File: config.mk
export PLATFORM = sky130hd
export DESIGN_NAME = least_loaded_host_table_core
export DESIGN_NICKNAME = d
export VERILOG_FILES = /design/src/llht_pkg.sv /design/src/least_loaded_host_table_core.sv /design/src/llht_store.sv /design/src/llht_pick.sv
export SDC_FILE = /design/constraint.sdc
export NUM_CORES = 1
export LEC_CHECK = 0
export BUFFER_PORTS_ARGS = -buffer_cell sky130_fd_sc_hd__buf_2
export CORE_UTILIZATION = 25
export CTS_CLUSTER_DIAMETER = 40
export DETAILED_ROUTE_END_ITERATION = 8
export GPL_ROUTABILITY_DRIVEN = 0
export SLEW_MARGIN = 30
export SYNTH_ARGS = -nofsm -noshare
export SYNTH_HDL_FRONTEND = slang
export SYNTH_SLANG_ARGS = --single-unit
File: constraint.sdc
create_clock -name aclk -period 7 [get_ports aclk]
set_input_delay 1.4 -clock aclk [delete_from_list [all_inputs] [get_ports aclk]]
set_output_delay 1.4 -clock aclk [all_outputs]
set_load 0.02 [all_outputs]
File: src/llht_pkg.sv
// Shared types, widths and constants for the least loaded host table.
`timescale 1ns / 1ps
`default_nettype none

package llht_pkg;

    localparam int ADDR_W = 32;
    localparam int LOAD_W = 16;

    // Input request packing (tdata, lowest bit first)
    localparam int S_IP_LSB   = 0;
    localparam int S_LOAD_LSB = S_IP_LSB + ADDR_W;
    localparam int S_REQ_BIT  = S_LOAD_LSB + LOAD_W;
    localparam int S_DATA_W   = ((S_REQ_BIT + 1 + 7) / 8) * 8;

    // Result packing (tdata, lowest bit first)
    localparam int M_IP_LSB  = 0;
    localparam int M_ANS_BIT = M_IP_LSB + ADDR_W;
    localparam int M_REJ_BIT = M_ANS_BIT + 1;
    localparam int M_DATA_W  = ((M_REJ_BIT + 1 + 7) / 8) * 8;

    // 0.6 in unsigned Q4.12, rounded to nearest
    localparam logic [LOAD_W-1:0] THRESH_RESET = 16'd2458;

    typedef logic [ADDR_W-1:0] addr_t;
    typedef logic [LOAD_W-1:0] load_t;

    // One candidate in the minimum search
    typedef struct packed {
        logic  valid;
        load_t load;
        addr_t addr;
    } cand_t;

    // Keep the left (lower-numbered) candidate unless it is invalid or the right one is strictly lower
    function automatic cand_t cand_pick(input cand_t left, input cand_t right);
        cand_t res;
        res = left;
        if (!left.valid) begin
            res = right;
        end else if (right.valid && (right.load < left.load)) begin
            res = right;
        end
        return res;
    endfunction

endpackage

`default_nettype wire

File: src/least_loaded_host_table_core.sv
// Top level of the least loaded host table: stream channels, pipeline and config register.
//
// Usage:
//   Input channel s_*: one request per host report carrying the host address,
//   its Q4.12 bandwidth usage and a migration request flag.
//   Result channel m_*: exactly one result per request, in request order,
//   holding the chosen target address, the answered flag and the reject flag.
//   Configuration: cfg_wr_en/cfg_wr_data write the usage threshold; change it
//   only while no request is in flight.
// Pipeline: a request accepted on s_* passes through three registers (input
//   register, table update register, result register) before its result shows on m_*.
// Throughput: one request per cycle while m_* does not stall, as the table update
//   lands before the next request's address match reads the table.
// Reset: aresetn low empties the pipeline, frees every table slot and loads
//   the threshold with 0.6 (2458 in Q4.12).
// Stall: when m_tready is low the result is held; stages behind it keep
//   filling until the pipeline is full, then s_tready drops.
`timescale 1ns / 1ps
`default_nettype none

module least_loaded_host_table_core
    import llht_pkg::*;
#(
    parameter int TABLE_ENTRIES = 4
) (
    input  wire logic                aclk,
    input  wire logic                aresetn,
    // host_ip[31:0], usage[47:32], migrate_request[48], zero fill[55:49]
    input  wire logic [S_DATA_W-1:0] s_tdata,
    input  wire logic                s_tvalid,
    output logic                     s_tready,
    // target_ip[31:0], answered[32], update_rejected[33], zero fill[39:34]
    output logic [M_DATA_W-1:0]      m_tdata,
    output logic                     m_tvalid,
    input  wire logic                m_tready,
    input  wire logic                cfg_wr_en,
    input  wire logic [LOAD_W-1:0]   cfg_wr_data
);

    // Stage A: registered request
    logic  a_valid_reg;
    addr_t a_addr_reg;
    load_t a_load_reg;
    logic  a_req_reg;

    // Stage B: request after its table update
    logic  b_valid_reg;
    addr_t b_addr_reg;
    logic  b_req_reg;
    logic  b_rej_reg;

    // Result register
    logic  o_valid_reg;
    addr_t o_target_reg;
    logic  o_answered_reg;
    logic  o_rejected_reg;

    load_t thresh_reg;

    logic  o_ready;
    logic  b_ready;
    logic  a_ready;
    logic  a_move;
    logic  b_move;
    logic  s_take;

    logic [TABLE_ENTRIES-1:0][ADDR_W-1:0] entry_addr;
    logic [TABLE_ENTRIES-1:0][LOAD_W-1:0] entry_load;
    logic                                 a_rejected;
    addr_t                                pick_target;

    // Per-stage flow control
    assign o_ready  = !o_valid_reg || m_tready;
    assign b_ready  = !b_valid_reg || o_ready;
    assign a_ready  = !a_valid_reg || b_ready;
    assign a_move   = a_valid_reg && b_ready;
    assign b_move   = b_valid_reg && o_ready;
    assign s_take   = s_tvalid && a_ready;
    assign s_tready = a_ready;

    // Threshold register
    always_ff @(posedge aclk) begin
        if (!aresetn) begin
            thresh_reg <= THRESH_RESET;
        end else if (cfg_wr_en) begin
            thresh_reg <= cfg_wr_data;
        end
    end

    // Table update happens as a request leaves stage A
    llht_store #(
        .TABLE_ENTRIES (TABLE_ENTRIES)
    ) u_store (
        .aclk         (aclk),
        .aresetn      (aresetn),
        .upd_en       (a_move),
        .upd_addr     (a_addr_reg),
        .upd_load     (a_load_reg),
        .entry_addr   (entry_addr),
        .entry_load   (entry_load),
        .upd_rejected (a_rejected)
    );

    // Selection reads the table as left by the request in stage B
    llht_pick #(
        .TABLE_ENTRIES (TABLE_ENTRIES)
    ) u_pick (
        .entry_addr (entry_addr),
        .entry_load (entry_load),
        .threshold  (thresh_reg),
        .requester  (b_addr_reg),
        .target     (pick_target)
    );

    // Advance valid flags
    always_ff @(posedge aclk) begin
        if (!aresetn) begin
            a_valid_reg <= 1'b0;
            b_valid_reg <= 1'b0;
            o_valid_reg <= 1'b0;
        end else begin
            if (a_ready) begin
                a_valid_reg <= s_tvalid;
            end
            if (b_ready) begin
                b_valid_reg <= a_valid_reg;
            end
            if (o_ready) begin
                o_valid_reg <= b_valid_reg;
            end
        end
    end

    // Advance payload
    always_ff @(posedge aclk) begin
        if (s_take) begin
            a_addr_reg <= s_tdata[S_IP_LSB +: ADDR_W];
            a_load_reg <= s_tdata[S_LOAD_LSB +: LOAD_W];
            a_req_reg  <= s_tdata[S_REQ_BIT];
        end
        if (a_move) begin
            b_addr_reg <= a_addr_reg;
            b_req_reg  <= a_req_reg;
            b_rej_reg  <= a_rejected;
        end
        if (b_move) begin
            o_target_reg   <= b_req_reg ? pick_target : '0;
            o_answered_reg <= b_req_reg;
            o_rejected_reg <= b_rej_reg;
        end
    end

    // Drive result channel
    always_comb begin
        m_tdata                        = '0;
        m_tdata[M_IP_LSB +: ADDR_W]    = o_target_reg;
        m_tdata[M_ANS_BIT]             = o_answered_reg;
        m_tdata[M_REJ_BIT]             = o_rejected_reg;
    end
    assign m_tvalid = o_valid_reg;

endmodule

`default_nettype wire

File: src/llht_store.sv
// Host table storage: address match, slot allocation and load update.
`timescale 1ns / 1ps
`default_nettype none

module llht_store
    import llht_pkg::*;
#(
    parameter int TABLE_ENTRIES = 4
) (
    input  wire logic                              aclk,
    input  wire logic                              aresetn,
    input  wire logic                              upd_en,
    input  wire addr_t                             upd_addr,
    input  wire load_t                             upd_load,
    output logic [TABLE_ENTRIES-1:0][ADDR_W-1:0]   entry_addr,
    output logic [TABLE_ENTRIES-1:0][LOAD_W-1:0]   entry_load,
    output logic                                   upd_rejected
);

    logic [TABLE_ENTRIES-1:0][ADDR_W-1:0] addr_reg;
    logic [TABLE_ENTRIES-1:0][LOAD_W-1:0] load_reg;
    logic [TABLE_ENTRIES-1:0]             hit;
    logic [TABLE_ENTRIES-1:0]             free;
    logic [TABLE_ENTRIES-1:0]             first_free;
    logic                                 addr_zero;
    logic                                 any_hit;
    logic                                 any_free;

    // Match and free-slot detection; filled slots always form a prefix
    always_comb begin
        addr_zero = (upd_addr == '0);
        for (int k = 0; k < TABLE_ENTRIES; k++) begin
            hit[k]  = !addr_zero && (addr_reg[k] == upd_addr);
            free[k] = (addr_reg[k] == '0);
            if (k == 0) begin
                first_free[k] = free[k];
            end else begin
                first_free[k] = free[k] && !free[k-1];
            end
        end
        any_hit      = |hit;
        any_free     = |free;
        upd_rejected = addr_zero || (!any_hit && !any_free);
    end

    // Update a matching entry, or claim the first free slot
    always_ff @(posedge aclk) begin
        if (!aresetn) begin
            addr_reg <= '0;
            load_reg <= '0;
        end else if (upd_en && !addr_zero) begin
            for (int k = 0; k < TABLE_ENTRIES; k++) begin
                if (hit[k]) begin
                    load_reg[k] <= upd_load;
                end else if (!any_hit && first_free[k]) begin
                    addr_reg[k] <= upd_addr;
                    load_reg[k] <= upd_load;
                end
            end
        end
    end

    assign entry_addr = addr_reg;
    assign entry_load = load_reg;

endmodule

`default_nettype wire

File: src/llht_pick.sv
// Least loaded host selection: comparison tree over filled entries plus threshold test.
`timescale 1ns / 1ps
`default_nettype none

module llht_pick
    import llht_pkg::*;
#(
    parameter int TABLE_ENTRIES = 4
) (
    input  wire logic [TABLE_ENTRIES-1:0][ADDR_W-1:0] entry_addr,
    input  wire logic [TABLE_ENTRIES-1:0][LOAD_W-1:0] entry_load,
    input  wire load_t                                threshold,
    input  wire addr_t                                requester,
    output addr_t                                     target
);

    localparam int IDX_W  = (TABLE_ENTRIES > 1) ? $clog2(TABLE_ENTRIES) : 1;
    localparam int LEAVES = 1 << IDX_W;
    localparam int NODES  = 2 * LEAVES - 1;

    cand_t node [NODES];
    cand_t best;

    // Heap-ordered tree: leaves in slot order, left child wins ties
    always_comb begin
        for (int i = 0; i < LEAVES; i++) begin
            if (i < TABLE_ENTRIES) begin
                node[LEAVES-1+i].valid = (entry_addr[i] != '0);
                node[LEAVES-1+i].load  = entry_load[i];
                node[LEAVES-1+i].addr  = entry_addr[i];
            end else begin
                node[LEAVES-1+i] = '0;
            end
        end
        for (int n = LEAVES - 2; n >= 0; n--) begin
            node[n] = cand_pick(node[2*n+1], node[2*n+2]);
        end
        best = node[0];
    end

    // Offer the least loaded host only when strictly below the threshold
    assign target = (best.valid && (best.load < threshold)) ? best.addr : requester;

endmodule

`default_nettype wire

Yosys cells after proc, flatten, opt, wreduce, memory -nomap -nowiden
Index checks and enable logic that the tools add are counted.
- magnitude comparators: 4
- bitwise logic cells: 4
- equality and inequality tests: 4
- multiplexer cells: 15
- reduce and logical (&&, ||, !) cells: 56
- operators by type and width (operator ; count):
    two-way mux 49 bit ; 6
    zero test 32 bit ; 5
    == test 32 bit ; 4
    two-way mux 16 bit ; 8
    nonzero test 32 bit ; 4
    less-than comparator 16 bit ; 4
    two-way mux 32 bit ; 1
    logical AND 1 bit ; 20
    AND reduction 3 bit ; 4
    zero test 1 bit ; 9
    AND reduction 2 bit ; 4
    nonzero test 2 bit ; 4
    OR reduction 4 bit ; 2
    logical OR 1 bit ; 4
    NOT 1 bit ; 4
- bits in registers: 328
- output and inout bits: 42
- input bits: 77

Depth between registers and ports, before layout
Gate-level depths: netlist of the first run.
- word-level depth: 11
- gate-level depth with buffers: 33
- mapped depth without buffers: 29

By module
A second synthesis of the first run with hierarchy kept.
- cell total of the unflattened synthesis: 1988
- area, all modules: 19018.2 sq um
- by module, submodules not included (module ; cells each ; instances ; area an instance (sq um) ; sequential area each (sq um)):
    llht_store ; 937 ; 1 ; 8779.7 ; 3843.7
    llht_pick ; 825 ; 1 ; 5715.5 ; 0.0
    least_loaded_host_table_core ; 226 ; 1 ; 4523.1 ; 3893.7

Worst setup path after synthesis of the first run
OpenSTA, ideal clock, no wires.
- path type: register to register
- start: register u_store.load_reg, in the netlist u_store.entry_load[41]
- end: register o_target_reg[0], data pin
- arrival time: 6.084 ns
- slack: 0.660 ns
- stages on the path, launching flop included: 33
- library setup time: 0.257 ns
- cells stage by stage: dfxtp_1 > inv_1 > ha_1 > a21o_1 > nand3_1 > a21oi_1 > or3_1 > o21ai_1 > clkbuf_1 > nand2_1 > o21ai_0 > ha_1 > a21o_1 > a21oi_1 > nor2_1 > o31a_1 > nor4b_1 > nor2_1 > a31o_2 > clkbuf_1 > clkbuf_1 > buf_1 > a21oi_1 > ha_1 > a211oi_1 > nand2_1 > a221oi_1 > o22a_1 > o211ai_1 > a31o_1 > o21a_1 > buf_2 > a32o_1
- longest elaborated chain between the ends: 11
- RTL lines (item ; RTL line ; RTL):
    start: declaration ; llht_store.sv:21 ; logic [TABLE_ENTRIES-1:0][LOAD_W-1:0] load_reg;
    start signal: indexed assignment ; llht_store.sv:54 ; load_reg[k] <= upd_load;
    start signal: indexed assignment ; llht_store.sv:57 ; load_reg[k] <= upd_load;
    less-than comparator 16 bit ; llht_pkg.sv:41 ; end else if (right.valid && (right.load < left.load)) begin
    logical AND 1 bit ; llht_pkg.sv:41 ;
    two-way mux 49 bit * ; llht_pkg.sv:41 ;
    two-way mux 49 bit * ; llht_pkg.sv:39 ; if (!left.valid) begin
    less-than comparator 16 bit ; llht_pkg.sv:41 ;
    logical AND 1 bit ; llht_pkg.sv:41 ;
    two-way mux 49 bit ; llht_pkg.sv:41 ;
    two-way mux 49 bit * ; llht_pkg.sv:39 ;
    less-than comparator 16 bit ; llht_pick.sv:42 ; assign target = (best.valid && (best.load < threshold)) ? best.addr : requester;
    logical AND 1 bit ; llht_pick.sv:42 ;
    two-way mux 32 bit * ; llht_pick.sv:42 ;
    end signal: assignment ; least_loaded_host_table_core.sv:147 ; o_target_reg <= b_req_reg ? pick_target : '0;
    end: declaration ; least_loaded_host_table_core.sv:54 ; addr_t o_target_reg;
Every way passes the cells marked *; elsewhere a longest branch is shown, timed or not.
A chain may end at the register's enable or synchronous reset.

Worst setup path in the final report of the first run
- start: register u_store.addr_reg, in the netlist u_store.entry_addr[113]
- end: register o_target_reg[2], data pin
- longest elaborated chain between the ends: 11
- RTL lines (item ; RTL line ; RTL):
    start: declaration ; llht_store.sv:20 ; logic [TABLE_ENTRIES-1:0][ADDR_W-1:0] addr_reg;
    start signal: indexed assignment ; llht_store.sv:56 ; addr_reg[k] <= upd_addr;
    nonzero test 32 bit * ; llht_pick.sv:28 ; node[LEAVES-1+i].valid = (entry_addr[i] != '0);
    logical AND 1 bit ; llht_pkg.sv:41 ;
    two-way mux 49 bit ; llht_pkg.sv:41 ;
    two-way mux 49 bit * ; llht_pkg.sv:39 ;
    less-than comparator 16 bit ; llht_pkg.sv:41 ;
    logical AND 1 bit ; llht_pkg.sv:41 ;
    two-way mux 49 bit ; llht_pkg.sv:41 ;
    two-way mux 49 bit * ; llht_pkg.sv:39 ;
    less-than comparator 16 bit ; llht_pick.sv:42 ;
    logical AND 1 bit ; llht_pick.sv:42 ;
    two-way mux 32 bit * ; llht_pick.sv:42 ;
Marked as above.

==> metrics.txt, run 1 <==
status completed; Critical-path top delay cell sky130_fd_sc_hd__nor4b_1; Max Transition Viols Final 0; endpoint kind of the worst setup timing path flip-flop; average footprint of a synthesized cell 9.67 sq um; Worst Clk Skew 0.0384 ns; cell area after technology mapping 16100 sq um; flip-flop count of the largest register after layout 128; clk slew on worst S/H paths 0.06 ns; Synthesis Warnings 0; wire length of the first global-routing pass 75700 um; number of antenna violations at the first check in global routing 7; share of final-layout standard cells stronger than drive strength 1 13.6%; total vias in the final route 12.7k; Nets 1871; met2 GRT Util 23.9%; total clock buffers created by CTS 46; critical path arrival 6.90 ns; Worst Setup Start Kind flip-flop; Worst Path Class, Setup reg2reg; combined flip-flop and latch cell area 7740 sq um; largest fanout on the critical path 32; clock latency of the later-clocked register in the worst-skew pair 0.58 ns; number of distinct standard cells referenced by the synthesized netlist 53; CP max stage delay 0.42 ns; port bufs 105; floorplan die width 256 um; Diodes inserted 0; filler cell count 6606; Setup-failing EPs final 0; count of clock tree sinks 328; combined area of the multi-input logic cells 7780 sq um; Slew @ Worst Pin 0.995 ns; critical register-to-register path endpoint o_target_reg[2]; worst slew margin relative to its limit 33.3%; layout overhead on the synthesized area 18.9%; highest achievable clock rate 151 MHz; fraction of registers with async set or reset after synthesis 0%; Pre-Repair DR Iteration Count 5; remaining routing DRC violations 0; maximum number of pins on one net before global-route repair 120; worst min path class reg2reg; residual overflow from global routing 0; number of standard cells after synthesis 1666; Vias/cell 4.86; reported max-cap violation count 0; post-route ant nets 0; Row Count 92; placeable core region 63300 sq um; Clock Root Buffer sky130_fd_sc_hd__clkbuf_16; count of flip-flops with a built-in enable after synthesis 117; Critical Path Sink o_target_reg[2]; maximum number of buffers from clock root to sink 3; I/O pins 119; overall die height 256 um; Worst setup startpoint u_store.entry_addr[113]; count of H-tree levels built during CTS 2; Seq/Total Area, Yosys 48.0%; share of the clock period used by the worst path 94.4%; Fin. Hold Viols 0; FF+latch count, synth 328; setup slack on the worst flop-to-flop path 0.39 ns; aggregate negative setup slack 0 ns; final routed wirelength across all metal layers 49600 um; total global routing track utilization 14.8%; CTS tree yes; DRC marker count from the first detailed-route iteration 931; RSZ-0062 raised after global routing false; worst reg2reg startpoint u_store.entry_addr[113]; vias in the first global route 12.4k; commonest non-fill, non-tap cell in the layout sky130_fd_sc_hd__dfxtp_1; Synth Flop Type sky130_fd_sc_hd__dfxtp_1; total die area 65400 sq um; layer carrying the most global-route usage met2; most frequent cells in the layout 211 x sky130_fd_sc_hd__dfxtp_1, 206 x sky130_fd_sc_hd__nor2b_1, 180 x sky130_fd_sc_hd__a21oi_1; Routed wire per std cell 19.0 um; met1 Resource Use GR 19.4%; Detail Placement HPWL 34600 um; initial cell density of the core 25.4%; final critical path time including I/O delays and setup 6.61 ns; GR met3 Demand/Resource 2.60%; R2R cell count 26; data required time of the worst path 7.29 ns
## synthesized netlist by cell type (4+ instances only)
library cell                 n  share of area, %
sky130_fd_sc_hd__dfxtp_1   211                26
sky130_fd_sc_hd__nor2b_1   207               8.0
sky130_fd_sc_hd__a21oi_1   180               5.6
sky130_fd_sc_hd__nand2_1   133               3.1
sky130_fd_sc_hd__xor2_1    128               7.0
sky130_fd_sc_hd__edfxtp_1  117                22
sky130_fd_sc_hd__nand3_1   101               3.1
sky130_fd_sc_hd__clkbuf_1  100               2.3
sky130_fd_sc_hd__mux2i_1    74               4.6
sky130_fd_sc_hd__nor4_1     73               2.8
sky130_fd_sc_hd__ha_1       60               4.7
sky130_fd_sc_hd__inv_1      53               1.2
sky130_fd_sc_hd__nor2_1     46               1.1
sky130_fd_sc_hd__a32o_1     32               2.0
sky130_fd_sc_hd__nand4_1    27               1.0
sky130_fd_sc_hd__o21ai_0    27              0.84
sky130_fd_sc_hd__buf_4      12              0.56
sky130_fd_sc_hd__nor3_1      9              0.28
sky130_fd_sc_hd__o211ai_1    9              0.42
sky130_fd_sc_hd__a21o_1      8              0.37
sky130_fd_sc_hd__buf_2       7              0.22
sky130_fd_sc_hd__a31oi_1     4              0.16
sky130_fd_sc_hd__nor2_2      4              0.16
sky130_fd_sc_hd__o21a_1      4              0.19
## cells by family after synthesis
group / share of synthesized area, %
compound gates: 10.7
xor+xnor: 6.96
fa+ha+maj: 4.66
buf+inv: 4.58
flops: 48.0
mux: 4.60
other cells: 0.0233
simple gates: 20.5
## cell type report
cell class                      count  area share (%)
Clock inverter                     30            1.74
Clock buffer                       54            6.39
Sequential cell                   328            40.4
Multi-Input combinational cell   1168            40.6
Inverter                           53            1.04
Tap cell                          846            5.53
Timing Repair Buffer              137            4.25
## per-stage QoR
| step | setup WS (ns) | hold WS [ns] | utilization (%) | cells | cell area (sq um) |
|---|---|---|---|---|---|
| 4_1_cts | 0.157 | 0.435 | 30.1 | 2614 | 19100 |
| 6_report | 0.389 | 0.434 | 30.2 | 2616 | 19100 |
| 2_1_floorplan | 0.660 | 0.400 | - | 1671 | 16100 |
| 5_1_grt | 0.0246 | 0.449 | 30.2 | 2616 | 19100 |
| 3_5_place_dp | 0.217 | 0.411 | 27.6 | 2530 | 17500 |
| 3_3_place_gp | 0.198 | 0.409 | 27.6 | 2530 | 17500 |
## metal layers
metal  wire length, um  share of wire, %
met2             22800                46
met5                91              0.18
met1             22200                45
met3              2790               5.6
met4              1780               3.6
## critical path, delay by kind of cell (launching register included)
kind	cells	cell delay (ns)
compound gates	15	3.13
fa+ha+maj	2	0.63
buf+inv	2	0.34
flops	1	0.36
simple gates	7	1.85
## how the worst min path moves through the flow
stage / cells past startpoint / startpoint / slack [ns] / end
6_report: 0 / a_req_reg / 0.43 / b_req_reg
5_1_grt: 0 / a_req_reg / 0.45 / b_req_reg
4_1_cts: 0 / a_req_reg / 0.43 / b_req_reg
3_5_place_dp: 0 / a_req_reg / 0.41 / b_req_reg
3_3_place_gp: 0 / a_req_reg / 0.41 / b_req_reg
2_1_floorplan: 0 / a_req_reg / 0.40 / b_req_reg
## repair_timing
| action | CTS | global route |
|---|---|---|
| setup buffers | 0 | 1 |
| hold buffers | 0 | 0 |
| endpoints found under the setup margin | 0 | 32 |
| resized for setup | 0 | 9 |
Power of run 1 is left out: the tool's default activity adds up to more than one toggle a clock period on the data nets, which glitch-free logic cannot reach.
==> run 2: changes to the inputs <==
CORE_UTILIZATION = 61   (was 25)
PLACE_DENSITY = 0.81   (was not set)
==> metrics.txt, run 2 (synthesis gave the netlist of run 1 again) <==
setup slack on the worst flop-to-flop path 0.23 ns (-0.16 ns); worst slew margin relative to its limit 44.9% (+12 points); filler cell count 1906 (-71%); share of final-layout standard cells stronger than drive strength 1 14.0% (+0.38 points); Diodes inserted 0 (unchanged); Fin. Hold Viols 0 (unchanged); Detail Placement HPWL 29900 um (-14%); I/O pins 119 (unchanged); flip-flop count of the largest register after layout 128 (unchanged); Nets 1879 (+0.43%); hold wc startpoint a_req_reg; violations in the final reports DRC; combined area of the multi-input logic cells 7770 sq um (about the same); combined flip-flop and latch cell area 7740 sq um (unchanged); aggregate negative setup slack 0 ns (unchanged); clk slew on worst S/H paths 0.06 ns (about the same); CP max stage delay 0.38 ns (-0.04 ns); Pre-Repair DR Iteration Count 7 (+2); data required time of the worst path 7.28 ns (about the same); maximum number of pins on one net before global-route repair 123 (+2.5%); worst min path class reg2reg; count of clock tree sinks 328 (unchanged); wire length of the first global-routing pass 68100 um (-10%); status finished, violations left; port bufs 105 (unchanged); final critical path time including I/O delays and setup 6.77 ns (+0.157 ns); commonest non-fill, non-tap cell in the layout sky130_fd_sc_hd__dfxtp_1; endpoint kind of the worst setup timing path flip-flop; final routed wirelength across all metal layers 44800 um (-9.8%); cell count of the worst hold path 0 (unchanged); Worst Clk Skew 0.0252 ns (-0.0132 ns); total vias in the final route 13.2k (+4.1%); layout overhead on the synthesized area 15.0%; Setup-failing EPs final 0 (unchanged); total global routing track utilization 32.8% (+18 points); clock latency of the later-clocked register in the worst-skew pair 0.56 ns (-0.02 ns); overall die height 164 um (-36%); floorplan die width 164 um (-36%); vias in the first global route 12.3k (-0.90%); Routed wire per std cell 21.2 um (+12%); residual overflow from global routing 0 (unchanged); Top cell by count, worst path sky130_fd_sc_hd__a21o_1; Clock Root Buffer sky130_fd_sc_hd__clkbuf_16; number of antenna violations at the first check in global routing 0 (-7); total clock buffers created by CTS 45 (-2.2%); share of the clock period used by the worst path 96.7% (+2.2 points); Slew @ Worst Pin 0.826 ns (-0.169 ns); Worst Setup Start Kind flip-flop; Worst Path Class, Setup reg2reg; most frequent cells in the layout 211 x sky130_fd_sc_hd__dfxtp_1, 206 x sky130_fd_sc_hd__nor2b_1, 177 x sky130_fd_sc_hd__a21oi_1; Max Transition Viols Final 0 (unchanged); total die area 27100 sq um (-59%); placeable core region 26000 sq um (-59%); RSZ-0062 raised after global routing false; R2R cell count 28 (+7.7%); quantity of hold-fixing buffers added after cts 0 (unchanged); maximum number of buffers from clock root to sink 3 (unchanged); critical path arrival 7.05 ns (+0.15 ns); Vias/cell 6.26 (+29%); post-route ant nets 0 (unchanged); Critical-path top delay cell sky130_fd_sc_hd__nor4_1; remaining routing DRC violations 2 (+2); worst reg2reg startpoint u_store.entry_addr[38]; initial cell density of the core 62.0% (+37 points); DRC marker count from the first detailed-route iteration 1831 (+97%); Worst setup startpoint u_store.entry_addr[38]; reported max-cap violation count 0 (unchanged); Row Count 59 (-36%); highest achievable clock rate 148 MHz (-2.3%); CTS tree yes; largest fanout on the critical path 18 (-44%); count of H-tree levels built during CTS 2 (unchanged)
==> run 2: changes by cell type in the layout (fill, tap and decap cells not counted), moves of 3 or more <==
cell	change
sky130_fd_sc_hd__clkinvlp_4	+3
sky130_fd_sc_hd__bufinv_16	-3
sky130_fd_sc_hd__a21oi_1	-3
sky130_fd_sc_hd__buf_4	+9
sky130_fd_sc_hd__a21oi_2	+3
sky130_fd_sc_hd__clkbuf_1	+3
==> run 2: repair_timing <==
item	4_1_cts	5_1_grt
setup buffers	0	9
resized for setup	0	10
endpoints found under the setup margin	0	32
==> run 2: layer usage <==
layer | wire (um) | global-route usage (%)
met1 | 18200 | 44.5
met2 | 19800 | 50.9
met3 | 4940 | 7.33
met4 | 1750 | 13.2
met5 | 0 | 0
==> run 2: metrics by stage <==
step                std cells  setup WS [ns]  utilization [%]  hold slack, ns  instance area [sq um]
floorplan                1671          0.660                -           0.400                  16100
global placement         2019          0.327             64.8           0.405                  16800
detailed placement       2020          0.151             64.9           0.411                  16900
CTS                      2104         0.0806             70.7           0.424                  18400
global route             2114       0.000196             71.3           0.430                  18500
finish                   2114          0.231             71.3           0.423                  18500
==> run 2: area by class of cell <==
| class | count | share of cell area (%) |
|---|---|---|
| sequential | 328 | 41.8 |
| clock buffer | 60 | 6.97 |
| inverter | 53 | 1.07 |
| tap | 335 | 2.26 |
| multi-input combinational | 1168 | 42.0 |
| clock inverter | 24 | 1.17 |
| timing repair buffer | 146 | 4.80 |
==> run 2: path summary, 6_finish.rpt <==
check                                         to
worst max-delay path            o_target_reg[28]
worst min-delay path                   b_req_reg
worst max register to register  o_target_reg[28]
worst min register to register         b_req_reg
==> run 2: worst max-delay path, delay by kind of cell, from the launching register on <==
family,cells,cell delay (ns)
buffers and inverters,3,0.57
AND/OR/NAND/NOR,7,1.61
flip-flops,1,0.37
adder cells (fa/ha/maj),2,0.61
AO/OA/AOI/OAI,16,3.29
Power of run 2 is left out for the same reason.
